File: config.mk
export PLATFORM = sky130hd
export DESIGN_NAME = plg_cell
export DESIGN_NICKNAME = d
export VERILOG_FILES = /design/src/design/positional_list_get_insert_delete_top_defines.svh /design/src/design/plg_pkg.sv /design/src/design/plg_cell.sv
export SDC_FILE = /design/constraint.sdc
export NUM_CORES = 1
export LEC_CHECK = 0
export BUFFER_PORTS_ARGS = -buffer_cell sky130_fd_sc_hd__buf_2
export CORE_AREA = 2 2 86 88
export DETAILED_ROUTE_END_ITERATION = 8
export DIE_AREA = 0 0 88 90
export PLACE_DENSITY_LB_ADDON = 0.15
export SLEW_MARGIN = 20
export SYNTH_ARGS = -nofsm -noshare
export SYNTH_HDL_FRONTEND = slang
export SYNTH_SLANG_ARGS = --single-unit
File: constraint.sdc
create_clock -name aclk -period 4.15 [get_ports aclk]
set_input_delay 0.83 -clock aclk [delete_from_list [all_inputs] [get_ports aclk]]
set_output_delay 0.83 -clock aclk [all_outputs]
set_load 0.005 [all_outputs]
File: src/design/positional_list_get_insert_delete_top_defines.svh
// Assertion macros used by the positional list top-level design file.
`ifndef POSITIONAL_LIST_GET_INSERT_DELETE_TOP_DEFINES_SVH
`define POSITIONAL_LIST_GET_INSERT_DELETE_TOP_DEFINES_SVH
`ifndef SYNTH
// Checked property, disabled while reset is asserted.
`define PLGD_ASSERT_RST(lbl, clk, rstn, prop) \
    lbl: assert property (@(posedge clk) disable iff (!rstn) prop) \
        else $error("property violated");
// Checked property, always active.
`define PLGD_ASSERT(lbl, clk, prop) \
    lbl: assert property (@(posedge clk) prop) \
        else $error("property violated");
`else
`define PLGD_ASSERT_RST(lbl, clk, rstn, prop)
`define PLGD_ASSERT(lbl, clk, prop)
`endif
`endif

File: src/design/plg_pkg.sv
// Package: request/result types, codes and tree sizing functions.
package plg_pkg;

    localparam int DATA_W = 32;
    localparam int POS_W  = 8;
    localparam int LEN_W  = 7;
    localparam int FANIN  = 8;

    localparam logic [1:0] MODE_GET = 2'd0;
    localparam logic [1:0] MODE_INS = 2'd1;
    localparam logic [1:0] MODE_DEL = 2'd2;

    localparam logic [1:0] STAT_OK     = 2'd0;
    localparam logic [1:0] STAT_BADPOS = 2'd1;
    localparam logic [1:0] STAT_FULL   = 2'd2;

    typedef struct packed {
        logic [1:0]              mode;
        logic [POS_W-1:0]        position;
        logic signed [DATA_W-1:0] new_value;
    } req_t;

    typedef struct packed {
        logic [1:0]              status;
        logic signed [DATA_W-1:0] read_value;
        logic [LEN_W-1:0]        length;
    } rsp_t;

    // Broadcast control for the row of storage cells.
    typedef struct packed {
        logic                    ins;
        logic                    del;
        logic                    cap;
        logic                    rd;
        logic [POS_W-1:0]        p;
        logic signed [DATA_W-1:0] value;
    } cell_ctl_t;

    // Node count of a given level of the reduction tree (level 0 = leaves).
    function automatic int plg_lvl_cnt(input int n, input int l);
        int c;
        c = n;
        for (int i = 0; i < 16; i++) begin
            if (i < l) c = (c + FANIN - 1) / FANIN;
        end
        return c;
    endfunction

    // Offset of a level in the flattened node array.
    function automatic int plg_lvl_off(input int n, input int l);
        int s;
        s = 0;
        for (int i = 0; i < 16; i++) begin
            if (i < l) s = s + plg_lvl_cnt(n, i);
        end
        return s;
    endfunction

    // Number of registered levels needed to reach a single root.
    function automatic int plg_levels(input int n);
        int c;
        int l;
        c = n;
        l = 0;
        for (int i = 0; i < 16; i++) begin
            if (c > 1) begin
                c = (c + FANIN - 1) / FANIN;
                l = l + 1;
            end
        end
        return l;
    endfunction

endpackage

File: src/design/plg_cell.sv
// Storage cell: one list entry, shifts with its neighbors, taps its value for reads.
module plg_cell import plg_pkg::*; #(
    parameter int IDX = 0
) (
    input  logic                     aclk,
    input  cell_ctl_t                ctl,
    input  logic signed [DATA_W-1:0] left_val,
    input  logic signed [DATA_W-1:0] right_val,
    output logic signed [DATA_W-1:0] val,
    output logic [DATA_W-1:0]        tap
);

    logic signed [DATA_W-1:0] val_reg;
    logic [DATA_W-1:0]        tap_reg;
    logic                     at_p;
    logic                     past_p;

    assign at_p   = (IDX == int'(ctl.p));
    assign past_p = (IDX > int'(ctl.p));

    always_ff @(posedge aclk) begin
        if (ctl.ins) begin
            if (past_p) begin
                val_reg <= left_val;
            end else if (at_p) begin
                val_reg <= ctl.value;
            end
        end else if (ctl.del) begin
            if (past_p || at_p) begin
                val_reg <= right_val;
            end
        end
        // selected entry is sampled before any shift takes effect
        if (ctl.cap) begin
            tap_reg <= (ctl.rd && at_p) ? val_reg : '0;
        end
    end

    assign val = val_reg;
    assign tap = tap_reg;

endmodule

Word level (Yosys, flattened, before mapping)
Index checks and enable logic that the tools add are counted.
Word-level totals
  flip-flop bits (word level): 64
  bits of input ports: 109
Cells by class
  multiplexer cells: 4
  reduce and logical (&&, ||, !) cells: 4
Operator list (number)
  $mux 32: 4
  $logic_not 8->1: 1
  $reduce_and 2->1: 1
  $reduce_bool 2->1: 1
  $logic_and 1x1->1: 1

Longest topological paths before layout
Gate-level depths: netlist of the first run.
  word-level depth: 4
  gate-level depth with buffers: 4
  mapped depth without buffers: 2

Worst setup path after synthesis of the first run
OpenSTA, ideal clock, no wires.
  kind: input-to-reg
  from: in ctl[37] in the netlist's numbering
  to: reg val_reg[0], in the netlist val[0] (enable)
  library setup time: 416 ps
  arrival: 2960 ps
  required time: 3734 ps
  slack: 774 ps
  stages: 4
  buffers on the path: 2
  path through: or4_4 > buf_6 > buf_12 > nor3_2
On the way
  cells in the longest elaborated chain, start to end: 2
Ends and longest elaborated chain
  start, declared: RTL line plg_cell.sv:6  | input cell_ctl_t ctl,
  $logic_not 8->1: RTL line plg_cell.sv:18  | assign at_p = (IDX == int'(ctl.p));
  $reduce_and 2->1 (no line)
  end signal, assigned: RTL line plg_cell.sv:24  | val_reg <= left_val;
  end signal, assigned: RTL line plg_cell.sv:26  | val_reg <= ctl.value;
  end signal, assigned: RTL line plg_cell.sv:30  | val_reg <= right_val;
  end, declared: RTL line plg_cell.sv:13  | logic signed [DATA_W-1:0] val_reg;
No other way between the ends.
A chain may end at the register's enable or synchronous reset.

Final worst setup path of the first run
  from: in ctl[37] in the netlist's numbering
  to: reg val_reg[7], in the netlist val[7] (enable)
The elaborated chain is that of the path after synthesis.

==> reports/metrics.csv, run 1 <==
stage,metric,value,unit
placement,dp_hpwl,4200,um
detailed_routing,via_per_inst,4.52,
floorplanning,die_area,7920,sq um
final_layout,utilization,53.5,%
cts,clock_sinks,64,
global_route,met1_usage,18.2,%
power,p_per_area,332,nW/um^2
cts,clk_pin_slew,0.06,ns
global_route,grt_overflow,0,
timing,period_share,63.6,%
cts,clk_path_buf_depth,2,
timing,hold_violations,0,
placement,gp_congestion,0.676,
cts,cts_tree,yes,
min_path,hp-class,flip-flop to flip-flop,
placement,portBuffers,140,
worst_setup_path,crit_path_start,ctl[37],
detailed_routing,drt-pass1-iter-count,4,
worst_setup_path,r2r-end,tap[12],
synth,yosys_most_used_dff,edfxtp_1,
final_layout,n_fill_cell,643,
cts,cts_inserted_buffers,9,
global_route,grt_pass1_wl,9260,um
placement,placedCellCount,407,
timing,period_minus_slack,2.64,ns
worst_setup_path,cp_slowest_stage_delay,0.81,ns
synth,synth_edf_count,64,
timing,relSlewSlack,50.5,%
floorplanning,die_h,90,um
worst_setup_path,required,4.18,ns
worst_setup_path,crit_fanout,33,
cts,post_cts_buffers,0,
worst_setup_path,end_kind,flip-flop,
worst_setup_path,slowest_stage,or4_4,
detailed_routing,drc,0,
placement,placed_area,3610,sq um
worst_setup_path,timing.reg2reg.setup_slack,3.32,ns
final_layout,final_cell_area,3750,sq um
timing,max_freq,379,MHz
worst_setup_path,cp_cell_sequence,buf_2 -> or4_4 -> nor3_4 -> buf_4,
final_layout,antenna_cells,0,
global_route,track_usage,15.6,%
detailed_routing,drtIter0Drc,55,
cts,cts_htree_levels,3,
timing,setup_tns,0,ns
timing,setup_violations,0,
detailed_routing,wire_per_inst,14.4,um
timing,skew,0.00677,ns
global_route,grt_max_degree,34,
power,ir_drop,151,uV
synth,avgSynthCellArea,16.2,sq um
cts,cts_resized,0,
floorplanning,start_util,41.2,%
global_route,top_usage_layer,met2,
floorplanning,die_x,88,um
worst_setup_path,start_kind,input port,
synth,synth-seq-cells,64,
synth,synthesis.nets,288,
final_layout,area_growth,29.8,%
timing,rsz0062_at_grt,false,
min_path,hold_depth,2,
worst_setup_path,arrival,2.67,ns
worst_setup_path,rr_worst_depth,2,
timing,max_slew.worst_pin.slew,0.743,ns
synth,synth_area_leaders,"edfxtp_1 66%, mux2_2 12%, nor3_2 9.7%, nand2_1 4.2%, buf_12 2.1%",
global_route,globalRouteMet2Util,25.4,%
worst_setup_path,endpoint,val[7],
synth,synthDominantCellAreaShare,66.4,%
outcome,status,"finished, final reports clean",
synth,synth.most_common_cell,edfxtp_1,
synth,synth_area_leader_cell,edfxtp_1,
worst_setup_path,timing.rr.start,val[12],
synth,async_flop_share,0,%
cts,ctsHoldBuffers,0,
floorplanning,core-area,7020,sq um
floorplanning,pin_count,173,
job,maxCapViolations,0,
global_route,antenna_found_initial,0,
final_layout,nNetsFinal,428,
detailed_routing,wl,6030,um
detailed_routing,antenna_left,0,
synth,yosysWarnings,0,
cts,cts_root_buf,clkbuf_8,
power,p_leak,1.54,nW
synth,synth_common_cells,"64 x edfxtp_1, 32 x mux2_2, 32 x nand2_1",
final_layout,layout.cells.non_filler,420,
synth,syn_inst,179,
global_route,grt_use_met3,5.51,%
detailed_routing,vias,1900,
floorplanning,core.rowCount,31,
synth,synth_seq_area_share,66.4,%
cts,clock_latency,0.33,ns
global_route,grt_pass1_vias,1890,
power,power,1.25,mW
final_layout,drive_gt1_share,67.9,%
timing,slew_violations,0,
synth,synth_cell_types,13,
synth,netlist_area,2890,sq um
worst_setup_path,critPathKind,input port to flip-flop,
-- layout make-up --
cell class	instances	area, sq um	share of cell area [%]
multi-input combinational	100	838	22.3
timing repair buffer	144	731	19.5
tap	99	124	3.30
clock inverter	3	12.5	0.333
sequential	64	1920	51.2
clock buffer	10	128	3.40
-- through the flow --
step	hold slack, ns	setup slack [ns]
after floorplan	0.609	0.774
after global placement	0.587	1.15
after detailed placement	0.596	1.12
after CTS	0.612	1.48
after global routing	0.649	1.42
final	0.605	1.51
-- report_power, final --
group	switching [mW]	total (mW)	internal (mW)
Combinational	0.0498	0.106	0.0560
Sequential	0.00217	0.724	0.722
Clock	0.214	0.416	0.202
Total	0.266	1.25	0.979
-- worst max-delay path, delay by kind of cell --
family,cells,cell delay [ns]
and+or+nand+nor,2,1.41
buffers and inverters,2,0.40
-- placed cells by master, fill, tap and decap left out --
master	instances
or4_2	1
or4_4	1
mux2_2	32
clkinv_2	1
nor3_1	3
clkinv_1	2
edfxtp_1	64
buf_2	140
nor2_1	1
nor3_2	27
nor3_4	3
buf_4	4
clkbuf_1	1
clkbuf_8	9
nand2_1	32
-- logic make-up (layout without fill, tap and decap cells) --
logic type	Yosys count	after routing	synth area share (%)
mux	32	32	12.5
buf+inv	15	157	4.84
flops	64	64	66.4
simple gates	68	68	16.3
-- worst min path at each step --
stage | startpoint | to | slack [ns]
after floorplan | val[10] | tap[10] | 0.61
after global placement | val[10] | tap[10] | 0.59
after detailed placement | val[29] | tap[29] | 0.60
after CTS | val[29] | tap[29] | 0.61
after global routing | val[29] | tap[29] | 0.65
final | val[29] | tap[29] | 0.61
-- per-layer routing --
| layer | up-vias | part of all wire, % |
|---|---|---|
| li1 | 937 | - |
| met1 | 863 | 41 |
| met2 | 90 | 48 |
| met3 | 10 | 8.9 |
| met4 | 0 | 1.7 |
| met5 | - | 0 |
Note: power is estimated with default switching activity, not from simulation.
==> inputs of run 2 (changes only) <==
clock period = 2.7 ns   (was 4.15 ns; I/O delays follow)
==> run 2 against run 1 <==
Power up 63%. Via count grew 2.4%. Final cell count is 0.71% higher. First-iteration DRC count is 62% higher. Combinational power rose by 54%. Routed wire length is 0.25% lower. Highest routed layer unchanged.
==> reports/metrics.csv, run 2 (synthesis results as in run 1) <==
stage,metric,value,unit,change
power,p_clk_share,37.1,%,was 33.4%
worst_setup_path,required,2.70,ns,was 4.18 ns
final_layout,area_growth,31.3,%,was 29.8%
detailed_routing,antenna_left,0,,unchanged
final_layout,drive_gt1_share,67.9,%,about the same
cts,cts_inserted_buffers,9,,unchanged
job,maxCapViolations,0,,unchanged
power,p_leak,1.55,nW,was 1.54 nW
placement,portBuffers,140,,unchanged
power,combinationalPowerShare,8.0,%,was 8.5%
outcome,status,"finished, final reports clean",,unchanged
power,power,2.03,mW,was 1.25 mW
worst_setup_path,cp_slowest_stage_delay,0.73,ns,was 0.81 ns
floorplanning,pin_count,173,,unchanged
timing,slew_violations,0,,unchanged
worst_setup_path,r2r-end,tap[3],,was tap[12]
worst_setup_path,slowest_stage,or4_2,,was or4_4
timing,skew,0.00608,ns,was 0.00677 ns
floorplanning,core-area,7020,sq um,unchanged
final_layout,nNetsFinal,429,,was 428
cts,cts_htree_levels,3,,unchanged
global_route,grt_pass1_vias,1859,,"was 1,890"
global_route,track_usage,15.6,%,about the same
timing,relSlewSlack,50.8,%,was 50.5%
min_path,hold_start,right_val[10],,was val[29]
worst_setup_path,end_kind,flip-flop,,unchanged
worst_setup_path,critPathKind,input port to flip-flop,,unchanged
timing,setup_violations,0,,unchanged
final_layout,mostFrequentLayoutCell,buf_2,,unchanged
timing,period_minus_slack,1.88,ns,
detailed_routing,drtIter0Drc,89,,was 55
cts,clock_sinks,64,,unchanged
timing,hold_violations,0,,unchanged
detailed_routing,drt-pass1-iter-count,4,,unchanged
power,ir_drop,245,uV,was 151 uV
detailed_routing,wire_per_inst,14.2,um,was 14.4 um
cts,clk_path_buf_depth,2,,unchanged
detailed_routing,via_per_inst,4.60,,was 4.52
worst_setup_path,crit_fanout,19,,was 33
floorplanning,start_util,41.2,%,unchanged
placement,dp_hpwl,4170,um,was 4200 um
worst_setup_path,arrival,1.89,ns,was 2.67 ns
worst_setup_path,timing.reg2reg.setup_slack,1.88,ns,was 3.32 ns
cts,ctsHoldBuffers,0,,unchanged
min_path,hp-class,input port to flip-flop,,was flip-flop to flip-flop
power,p_per_area,534,nW/um^2,was 332 nW/um^2
detailed_routing,wl,6020,um,was 6030 um
worst_setup_path,cp_cell_sequence,buf_2 -> or4_2 -> nor3_4 -> buf_4,,was buf_2 -> or4_4 -> nor3_4 -> buf_4
global_route,antenna_found_initial,0,,unchanged
power,switching_share,20.7,%,was 21.4%
final_layout,antenna_cells,0,,unchanged
placement,gp_congestion,0.685,,was 0.676
min_path,hold_end,val[10],,was tap[29]
global_route,grt_overflow,0,,unchanged
worst_setup_path,start_kind,input port,,unchanged
floorplanning,die_x,88,um,unchanged
worst_setup_path,timing.rr.start,val[3],,was val[12]
power,p_seq_share,54.9,%,was 58.1%
cts,post_cts_buffers,0,,unchanged
floorplanning,die_h,90,um,unchanged
cts,clock_latency,0.33,ns,about the same
cts,cts_resized,0,,unchanged
floorplanning,core.rowCount,31,,unchanged
global_route,grt_max_degree,33,,was 34
power,switchingPower,0.419,mW,was 0.266 mW
cts,clk_pin_slew,0.07,ns,was 0.06 ns
detailed_routing,drc,0,,unchanged
cts,cts_tree,yes,,unchanged
worst_setup_path,rr_worst_depth,2,,unchanged
timing,period_share,69.8,%,
timing,max_slew.worst_pin.slew,0.738,ns,was 0.743 ns
detailed_routing,vias,1946,,"was 1,900"
power,power.internal,1.61,mW,was 0.979 mW
cts,cts_root_buf,clkbuf_8,,unchanged
floorplanning,die_area,7920,sq um,unchanged
final_layout,mostFrequentLayoutCells,"140 x buf_2, 64 x edfxtp_1, 32 x mux2_2, 32 x nand2_1, 27 x nor3_2",,unchanged
global_route,grt_pass1_wl,9290,um,was 9260 um
timing,max_freq,531,MHz,
min_path,hold_depth,2,,unchanged
timing,setup_tns,0,ns,unchanged
timing,rsz0062_at_grt,false,,unchanged
-- run 2: per-layer routing --
layer / vias to the layer above / track usage (%) / wire [um]
li1: 944 / - / -
met3: 8 / 4.32 / 456
met2: 84 / 25.2 / 2960
met1: 910 / 19.4 / 2530
met5: - / 0 / 0
met4: 0 / 6.92 / 78
-- run 2: critical path: cells and delay by family --
family	cells	cell delay (ns)
and+or+nand+nor	2	0.94
buffers and inverters	2	0.40
-- run 2: power groups by stage --
stage	combinational (mW)	clock [mW]	sequential [mW]
3_3_place_gp	0.162	0	1.13
5_1_grt	0.182	0.819	1.11
2_1_floorplan	0.0815	0	1.14
4_1_cts	0.167	0.774	1.11
3_5_place_dp	0.165	0	1.13
6_report	0.163	0.751	1.11
-- run 2: worst max-delay path by stage --
stage / start / end / depth (start not counted)
final: ctl[33] / val[8] / 4
after global routing: ctl[33] / val[8] / 4
after CTS: ctl[33] / val[8] / 4
after detailed placement: ctl[33] / val[25] / 4
after global placement: ctl[33] / val[25] / 4
after floorplan: ctl[37] / val[0] / 4
-- run 2: layout make-up --
type	instances	area (sq um)
clock buffers	10	128
clock inverters	5	48.8
fillers	588	3220
multi-input cells	100	838
flip-flops and latches	64	1920
well taps	99	124
repair buffers	145	738
-- run 2: metrics by stage --
| stage | cell area (sq um) | util [%] | setup WS [ns] | cells | hold WS [ns] |
|---|---|---|---|---|---|
| 2_1_floorplan | 2900 | - | 0.0980 | 179 | 0.609 |
| 3_3_place_gp | 3620 | 51.6 | 0.504 | 408 | 0.591 |
| 3_5_place_dp | 3620 | 51.6 | 0.472 | 408 | 0.603 |
| 4_1_cts | 3800 | 54.1 | 0.828 | 423 | 0.494 |
| 5_1_grt | 3800 | 54.1 | 0.773 | 423 | 0.499 |
| 6_report | 3800 | 54.1 | 0.816 | 423 | 0.510 |
==> inputs of run 3 (changes only) <==
CORE_AREA = 2 2 90 92   (was 2 2 86 88)
DIE_AREA = 0 0 92 94   (was 0 0 88 90)
clock period = 1.6 ns   (was 2.7 ns; I/O delays follow)
==> run 3 against run 2 <==
Hold slack worse by 0.22 ns. Via count hardly changed. First-iteration DRC count is 34% lower. Sequential power is 69% higher. Register-to-register slack worse by 1.1 ns. Design area is 1.8% higher. Global-route usage is 0.49 points lower. Worst setup slack worse by 0.68 ns. Final cell count is 1.4% higher. Utilization is 3.3 points lower. Clock-buffer cell count is 1 lower.
==> reports/metrics.csv, run 3 (synthesis results as in run 1) <==
stage,metric,value,unit,change
outcome,status,"finished, final reports clean",,unchanged
detailed_routing,via_per_inst,4.53,,was 4.60
timing,skew,0.00605,ns,was 0.00608 ns
cts,clock_latency,0.33,ns,about the same
global_route,grt_max_degree,33,,unchanged
worst_setup_path,path_delay_family,simple AND/OR/NAND/NOR gates,,unchanged
placement,placedCellCount,413,,was 408
cts,cts_inserted_buffers,9,,unchanged
cts,clock_sinks,64,,unchanged
final_layout,mostFrequentLayoutCell,buf_2,,unchanged
power,p_per_area,896,nW/um^2,was 534 nW/um^2
min_path,hp-class,input port to flip-flop,,unchanged
detailed_routing,met3_length,468,um,was 456 um
global_route,antenna_found_initial,0,,unchanged
detailed_routing,routed.top_layer,met4,,unchanged
global_route,track_usage,15.1,%,was 15.6%
min_path,hold_end,val[10],,unchanged
cts,cts_tree,yes,,unchanged
detailed_routing,wire_per_inst,14.7,um,was 14.2 um
power,p_clk_share,37.6,%,was 37.1%
job,maxCapViolations,0,,unchanged
timing,relSlewSlack,60.6,%,was 50.8%
worst_setup_path,critPathKind,input port to flip-flop,,unchanged
worst_setup_path,crit_buf_inv,2,,unchanged
worst_setup_path,cp_slowest_stage_delay,0.56,ns,was 0.73 ns
timing,period_share,91.3,%,
power,p_seq_share,54.1,%,was 54.9%
worst_setup_path,end_kind,flip-flop,,unchanged
worst_setup_path,crit_path_start,ctl[33],,unchanged
power,ir_drop,411,uV,was 245 uV
cts,cts_root_buf,clkbuf_8,,unchanged
final_layout,nNetsFinal,431,,was 429
floorplanning,core.rowCount,32,,was 31
floorplanning,die_x,92,um,was 88 um
power,switching_share,21.3,%,was 20.7%
global_route,grt_pass1_vias,2014,,"was 1,859"
detailed_routing,drt-pass1-iter-count,4,,unchanged
worst_setup_path,rr_worst_depth,2,,unchanged
worst_setup_path,required,1.64,ns,was 2.70 ns
placement,portBuffers,140,,unchanged
detailed_routing,wl,6290,um,was 6020 um
worst_setup_path,r2r-end,tap[30],,was tap[3]
cts,post_cts_buffers,0,,unchanged
timing,setup_violations,0,,unchanged
final_layout,drive_gt1_share,68.8,%,was 67.9%
final_layout,antenna_cells,0,,unchanged
placement,placed_area,3680,sq um,was 3620 sq um
placement,gp_congestion,0.721,,was 0.685
detailed_routing,drtIter0Drc,59,,was 89
final_layout,final_cell_area,3870,sq um,was 3800 sq um
cts,cts_resized,0,,unchanged
floorplanning,start_util,38.0,%,was 41.2%
global_route,grt_overflow,0,,unchanged
floorplanning,pin_count,173,,unchanged
final_layout,mostFrequentLayoutCells,"140 x buf_2, 64 x edfxtp_1, 32 x mux2_2, 32 x nand2_1, 27 x nor3_2",,unchanged
power,switchingPower,0.739,mW,was 0.419 mW
worst_setup_path,arrival,1.50,ns,was 1.89 ns
final_layout,area_growth,33.7,%,was 31.3%
cts,cts_htree_levels,3,,unchanged
worst_setup_path,crit_fanout,9,,was 19
global_route,grt_pass1_wl,9820,um,was 9290 um
timing,period_minus_slack,1.46,ns,
detailed_routing,wl_met2,3100,um,was 2960 um
worst_setup_path,timing.reg2reg.setup_slack,0.74,ns,was 1.88 ns
power,power.internal,2.73,mW,was 1.61 mW
min_path,hold_start,ctl[10],,was right_val[10]
detailed_routing,wl_met1,2600,um,was 2530 um
cts,clk_path_buf_depth,2,,unchanged
floorplanning,die_area,8650,sq um,was 7920 sq um
power,p_leak,1.58,nW,was 1.55 nW
cts,ctsHoldBuffers,0,,unchanged
worst_setup_path,timing.rr.start,val[30],,was val[3]
timing,max_freq,684,MHz,
timing,max_slew.worst_pin.slew,0.591,ns,was 0.738 ns
worst_setup_path,cp_cell_sequence,buf_2 -> or4_4 -> nor3_4 -> buf_4,,was buf_2 -> or4_2 -> nor3_4 -> buf_4
detailed_routing,vias,1945,,"was 1,946"
cts,clk_pin_slew,0.07,ns,about the same
placement,dp_hpwl,4570,um,was 4170 um
power,combinationalPowerShare,8.2,%,was 8.0%
floorplanning,core-area,7610,sq um,was 7020 sq um
floorplanning,die_h,94,um,was 90 um
timing,hold_violations,0,,unchanged
timing,slew_violations,0,,unchanged
detailed_routing,drc,0,,unchanged
final_layout,layout.cells.non_filler,429,,was 423
worst_setup_path,slowest_stage,or4_4,,was or4_2
timing,rsz0062_at_grt,false,,unchanged
detailed_routing,antenna_left,0,,unchanged
worst_setup_path,start_kind,input port,,unchanged
min_path,hold_depth,2,,unchanged
## run 3: cell types whose count changed in the layout (fill, tap and decap cells not counted), sizes merged
| cell | before | now |
|---|---|---|
| buf | 145 | 147 |
| clkbuf | 10 | 9 |
| clkinv | 3 | 4 |
| clkinvlp | 1 | 2 |
## run 3: power by group through the flow
stage                     clock [mW]  combinational (mW)  sequential [mW]
after global routing            1.43               0.318             1.88
after global placement             0               0.285             1.91
final                           1.30               0.286             1.88
after floorplan                    0               0.140             1.92
after CTS                       1.35               0.294             1.88
after detailed placement           0               0.292             1.91
## run 3: per-layer routing
| layer | track usage [%] | vias to the layer above |
|---|---|---|
| met5 | 0 | - |
| met4 | 6.72 | 0 |
| met3 | 4.41 | 14 |
| met2 | 24.8 | 84 |
| met1 | 18.6 | 897 |
| li1 | - | 950 |
## run 3: area by class of cell
class                      count  area [sq um]
fill                         693          3740
sequential                    64          1920
multi-input combinational    100           841
timing repair buffer         147           791
tap                          102           128
clock buffer                   9           124
clock inverter                 7          62.6
## run 3: worst max path at each step
stage / to / slack [ns] / cells past startpoint
3_5_place_dp: val[15] / -0.21 / 4
5_1_grt: tap[1] / 0.08 / 4
4_1_cts: val[16] / 0.14 / 4
6_report: val[16] / 0.14 / 4
2_1_floorplan: val[0] / -0.77 / 4
3_3_place_gp: val[15] / -0.21 / 4
## run 3: worst register-to-register path, cell delays in order, from the launching register on
cell      delay (ns)
edfxtp_1        0.45
nand2_1         0.12
nor3_2          0.04
## run 3: per-stage QoR
step                setup TNS [ns]  setup WS [ns]  power, mW  util (%)  hold WS [ns]
floorplan                   -24.80         -0.775       2.06         -         0.432
global placement             -8.92         -0.210       2.20      48.4         0.590
detailed placement           -9.37         -0.211       2.21      48.4         0.602
CTS                              0          0.140       3.52      50.8         0.271
global route                     0         0.0844       3.62      50.8         0.278
finish                           0          0.139       3.47      50.8         0.288
